===== src/hdl/tfn_pkg.sv =====
`timescale 1ns / 1ps
// shared types for the triangle face normal core
// no dependencies

package tfn_pkg;

  // pipeline step control handed to the arithmetic sub-pipelines
  typedef struct packed {
    logic advance;  // whole pipeline moves one stage this cycle
    logic valid;    // a request enters the sub-pipeline
  } tfn_step_t;

endpackage


===== src/hdl/tfn_div.sv =====
`timescale 1ns / 1ps
// pipelined restoring divider for one normal component, one quotient bit per stage
// depends on tfn_pkg

module tfn_div
  import tfn_pkg::*;
#(
  parameter int MAG_WIDTH    = 34,
  parameter int DEN_WIDTH    = 35,
  parameter int NORMAL_WIDTH = 16
) (
  input  logic                    clk,
  input  logic                    rst,
  input  tfn_step_t               step,
  input  logic [MAG_WIDTH-1:0]    mag,
  input  logic [DEN_WIDTH-1:0]    den,
  output logic                    quot_valid,
  output logic [NORMAL_WIDTH-1:0] quot
);
  localparam int RDW = DEN_WIDTH + 1;

  logic [RDW-1:0]          rem_r  [NORMAL_WIDTH];
  logic [DEN_WIDTH-1:0]    den_r  [NORMAL_WIDTH];
  logic [NORMAL_WIDTH-1:0] quot_r [NORMAL_WIDTH];
  logic                    vld_r  [NORMAL_WIDTH];

  for (genvar i = 0; i < NORMAL_WIDTH; i++) begin : g_stage
    logic [RDW-1:0]          cur;
    logic [DEN_WIDTH-1:0]    den_src;
    logic [NORMAL_WIDTH-1:0] quot_src;
    logic                    vld_src;
    logic                    fits;

    // magnitude never exceeds the length, so the first bit weighs one
    if (i == 0) begin : g_first
      assign cur      = RDW'(mag);
      assign den_src  = den;
      assign quot_src = '0;
      assign vld_src  = step.valid;
    end else begin : g_next
      assign cur      = {rem_r[i-1][RDW-2:0], 1'b0};
      assign den_src  = den_r[i-1];
      assign quot_src = quot_r[i-1];
      assign vld_src  = vld_r[i-1];
    end

    assign fits = (cur >= RDW'(den_src));

    always_ff @(posedge clk) begin
      if (rst) begin
        vld_r[i] <= 1'b0;
      end else if (step.advance) begin
        vld_r[i] <= vld_src;
      end
    end

    always_ff @(posedge clk) begin
      if (step.advance) begin
        rem_r[i]  <= fits ? RDW'(cur - RDW'(den_src)) : cur;
        den_r[i]  <= den_src;
        quot_r[i] <= {quot_src[NORMAL_WIDTH-2:0], fits};
      end
    end
  end

  assign quot_valid = vld_r[NORMAL_WIDTH-1];
  assign quot       = quot_r[NORMAL_WIDTH-1];
endmodule


===== config.mk =====
export PLATFORM = sky130hd
export DESIGN_NAME = tfn_div
export DESIGN_NICKNAME = d
export VERILOG_FILES = /design/src/hdl/tfn_pkg.sv /design/src/hdl/tfn_div.sv
export SDC_FILE = /design/constraint.sdc
export NUM_CORES = 2
export LEC_CHECK = 0
export ABC_AREA = 1
export BUFFER_PORTS_ARGS = -buffer_cell sky130_fd_sc_hd__buf_2
export CORE_MARGIN = 1
export CORE_UTILIZATION = 42
export DETAILED_ROUTE_END_ITERATION = 6
export SYNTH_ARGS = -nofsm -noshare
export SYNTH_HDL_FRONTEND = slang
export SYNTH_SLANG_ARGS = --single-unit

===== constraint.sdc =====
create_clock -name clk -period 5.65 [get_ports clk]
set_input_delay 0.565 -clock clk [delete_from_list [all_inputs] [get_ports clk]]
set_output_delay 0.565 -clock clk [all_outputs]
set_load 0.01 [all_outputs]

==> Yosys cells after proc, flatten, opt, wreduce, memory -nomap -nowiden <==
Memory sizes are Yosys's and may differ from the RTL's.
Index checks and enable logic that the tools add are counted.
W data, S select, Z words.
{ "word_totals": {"ramBits": 1408, "elab_cells": 90, "memories": 4, "input_bits": 73, "regBits": 0} }
{ "op_classes": {"n_mux": 38, "magnitude_cmp": 16, "bitwise_logic": 16, "n_addsub": 16} }
{ "memory_table": {"columns": ["name", "depth", "word_bits", "read_ports", "rd_ports_with_merged_regs", "write_ports", "line_no", "rtl"], "rows": [
  ["rem_r", 16, 36, 15, 0, 16, "tfn_div.sv:22", "logic [RDW-1:0] rem_r [NORMAL_WIDTH];"],
  ["den_r", 16, 35, 15, 0, 16, "tfn_div.sv:23", "logic [DEN_WIDTH-1:0] den_r [NORMAL_WIDTH];"],
  ["quot_r", 16, 16, 16, 0, 16, "tfn_div.sv:24", "logic [NORMAL_WIDTH-1:0] quot_r [NORMAL_WIDTH];"],
  ["vld_r", 16, 1, 16, 0, 16, "tfn_div.sv:25", "logic vld_r [NORMAL_WIDTH];"]
]} }
{ "ops": {"columns": ["cell", "count"], "rows": [
  ["$mux W36", 16],
  ["$ge A36 B35 Y1", 15],
  ["$sub A36 B35 Y36", 15],
  ["$sub A34 B35 Y36", 1],
  ["$ge A34 B35 Y1", 1],
  ["$mux W1", 22],
  ["$or A1 B1 Y1", 16]
]} }

==> Longest topological paths before layout <==
{ "depth": {"word_depth": 4, "ltp_mapped": 16, "mapped_depth_nobuf": 15} }

==> Least setup slack after synthesis <==
No wires, ideal clock.
{ "synth_path": {"path_kind": "input -> register", "from": "input port mag[0]", "to": "memory rem_r[0][26] (netlist name) (data pin)", "required_time_ps": 5397, "path_stages": 13, "n_path_buf": 1, "slack_ps": 3299, "arrival_ps": 2098, "setup_ps": 253, "cell_sequence": "inv_1 > ha_1 > inv_1 > fa_1 > nand3_1 > nand3_1 > nand2_1 > nand3_2 > nand3_4 > nand2_8 > buf_6 > nand3_1 > nand2_1"} }
{ "synth_lines": {"columns": ["item", "line_no", "rtl"], "rows": [
  ["start, declared", "tfn_div.sv:15", "input logic [MAG_WIDTH-1:0] mag,"],
  ["end, declared", "tfn_div.sv:22", null]
]} }

==> summary.txt <==
Floorplanning
  – IO Count: 90
  – # rows: 163
  – Die ar.: 201000 µm²
  – Die height: 449 µm
  – Die W: 449 µm
  – Initial Util: 0.424
  – Core Box Area: 198000 µm²

Detailed routing
  – DRT iter0 DRCs: 6971
  – DRC Markers: 5
  – Routed WL: 269000 µm
  – Drt wl/cell: 19.0 µm
  – Initial DRT Pass Iterations: 7
  – Final ANT Viol Nets: 0
  – Routed via count: 71200
  – Via density: 5.03

Yosys
  – Top-count cell post-synth: nand2_1
  – Synth Cell Area: 83700 µm²
  – Mapped Nets: 11800
  – Synth top cells by count: nand2_1, inv_1, edfxtp_1
  – Main flop type after synthesis: edfxtp_1
  – Synth cell types: 45
  – Number of synthesized flops with an enable pin: 1202
  – Share of the synthesized area in the top cell type: 0.431
  – Avg Inst Size Synth: 7.48 µm²
  – Syn Inst Count: 11200
  – Register area share after synthesis: 0.431
  – Dominant cell type by area after synthesis: edfxtp_1
  – Post-synth ARST share: 0
  – FF+latch count, synth: 1202
  – Yosys warning total: 0
  – Synth top area cells: edfxtp_1, nand2_1, inv_1, ha_1, nor2_1

CTS
  – CTS Buf Count: 140
  – Worst-case clock buffer depth: 3
  – Gates resized, CTS repair: 0
  – Clock sink count: 1202
  – Htree depth: 4
  – CTS tree: built
  – # hold bufs at CTS: 36
  – Root Driver: clkbuf_16
  – Setup bufs post-CTS: 0
  – Worst-path clk slew: 0.06 ns
  – Clock Latency Late Sink: 0.80 ns

Timing
  – Final setup violation count: 0
  – Final Skew: 0.0392 ns
  – Final min period: 3.38 ns
  – F_max: 0.296 GHz
  – Fin crit share: 0.599
  – RSZ-0062 raised after global routing: no
  – TNS Setup: 0 ns
  – Worst Tran Pin Value: 1.25 ns
  – Slew Limit Fails: 0
  – Worst setup margin: 2.27 ns
  – Endpoints failing hold: 0
  – Max transition margin: 0.166

Global route
  – Tot GR Track Use: 0.261
  – Largest net degree at the start of global routing: 165
  – Initial antenna violation count: 1
  – Overflow after GRT: 0
  – Vias in the first global route: 66400
  – Global-route wire length before repair: 405000 µm

Setup path
  – R2r setup slk: 2.27 ns
  – Worst EP arrival: 3.90 ns
  – RR Endpoint: rem_r[1][122]
  – Reg2reg path depth: 13
  – Crit-path cells: inv_1, ha_1, nand2_1, nor2_2, nand2_1, nor2_1, nand2_1, nand2_1, a21oi_1, nand2_4, inv_4, nand2_1, nand2_1
  – Crit path kind: register to register
  – Slowest stage delay, CP: 0.48 ns
  – Worst setup EP type: register
  – Cell mode on critical path: nand2_1
  – CP required: 6.16 ns
  – Reg2Reg Launch Point: den_r[1][85]
  – Setup crit start kind: register
  – Crit-path max FO: 36
  – Slowest-stage cell, CP: edfxtp_1

Cells and area
  – Layout cells sized above 1: 0.0400
  – FILL cells: 19700
  – P&R area growth vs syn: 9.59%
  – Multi-input logic area: 38700 µm²
  – # nets final: 12000
  – Sequential cell area: 36100 µm²
  – N_diodes: 0

Placement
  – IO buf count: 89
  – HPWL Detailed: 217000 µm
  – GP Congestion: 0.974
  – Place WS: 2.27 ns

Pwr
  – Clock Power Share: 0.187
  – Reg power frac: 0.311
  – Psw: 22.8 mW
  – Internal Pwr Total: 26.3 mW
  – Static leakage: 46.9 nW
  – Worst vdd ir: 0.000273 V
  – Comb pwr share: 0.501
  – Pwr Density: 534 nW/µm²
  – Switching share of power: 0.465

Min path
  – Endpoint, Worst Hold: rem_r[0][7]
  – WHS Path Cells: 3
  – Hold Startpoint: mag[7]
  – Hold WC Path Type: input port to register

Run status
  – Failing checks: design-rule violations
  – Status: finished, violations left

Flow run
  – Max_cap viols: 0
layout make-up:
cell class | instances | area share
Sequential cell | 1202 | 0.393
Clock buffer | 166 | 0.0395
Clock inverter | 84 | 0.0107
Timing Repair Buffer | 142 | 0.0112
Tap cell | 2640 | 0.0360
Multi-Input combinational cell | 7782 | 0.422
Inverter | 2121 | 0.0873
worst max path at each step:
stage / from / end / slack (ns) / cells after the start
finish: den_r[1][85] / rem_r[1][122] / 2.27 / 13
global route: den_r[1][105] / rem_r[1][144] / 2.06 / 12
CTS: den_r[1][85] / rem_r[1][122] / 2.26 / 13
detailed placement: den_r[1][85] / rem_r[1][122] / 2.27 / 13
global placement: den_r[1][85] / rem_r[1][122] / 2.28 / 13
floorplan: mag[0] / rem_r[0][26] / 3.30 / 13
cells by family (layout without fill, tap and decap cells):
kind of cell,Yosys count,count (layout),share of synthesized area
AO/OA/AOI/OAI,688,688,0.0433
XOR/XNOR,269,269,0.0281
adder cells (fa/ha/maj),573,573,0.0870
buffers and inverters,2213,2513,0.107
flip-flops,1202,1202,0.431
AND/OR/NAND/NOR,6252,6252,0.304
sequential cells by signal, summed over array words and instances, names as in the netlist:
name    flops
den_r     525
rem_r     525
quot_r    136
vld_r      16
stage by stage:
stage / total power, mW / util / cell area (µm²) / cells / hold slack (ns)
after global placement: 39.5 / 0.439 / 86800 / 13900 / 0.401
after CTS: 49.0 / 0.464 / 91800 / 14100 / 0.00760
after detailed placement: 39.6 / 0.439 / 86800 / 13900 / 0.405
final: 49.0 / 0.464 / 91800 / 14100 / 0.0704
after global routing: 53.0 / 0.464 / 91800 / 14100 / 0.0362
after floorplan: 32.4 / - / 83700 / 11200 / 0.400
layout by cell type, fill, tap and decap left out, types with 5 or more instances in the layout:
cell type and instances:
buf_12 7, bufinv_16 13, o21ai_0 182, fa_1 15
nand3b_2 9, clkinv_2 16, inv_4 12, nand3_1 575
inv_6 10, nand2_2 46, clkinv_1 22, nor3_1 91
and2_1 14, nand3b_4 5, o21bai_1 62, clkbuf_16 141
nor2_1 808, clkinvlp_4 14, nand2_4 12, nand3_2 6
xor2_1 269, clkinv_16 5, a21oi_1 434, nor4_1 29
inv_1 2101, nand3b_1 76, buf_4 10, ha_1 558
nor2_2 42, edfxtp_1 1202, dlygate4sd3_1 36, clkbuf_1 25
nand4_1 67, nand2_1 4462, buf_2 88
per-layer routing:
metal	wire length [µm]	track usage
met1	125000	0.372
met2	121000	0.417
met3	16500	0.0354
met4	6630	0.0680
met5	13	0
critical path, delay by kind of cell (launching register included):
kind,cells,cell delay (ns)
buffers and inverters,2,0.38
DFF,1,0.48
and+or+nand+nor,9,1.75
adders and majority gates,1,0.35
AOI/OAI and AO/OA,1,0.09
power by group through the flow:
stage	logic [mW]	clock network [mW]	registers, mW
after global routing	27.8	9.72	15.4
after detailed placement	24.2	0	15.5
final	24.6	9.18	15.3
after global placement	24.0	0	15.5
after CTS	24.3	9.41	15.3
after floorplan	18.2	0	14.1
(Power assumes the default switching activity.)
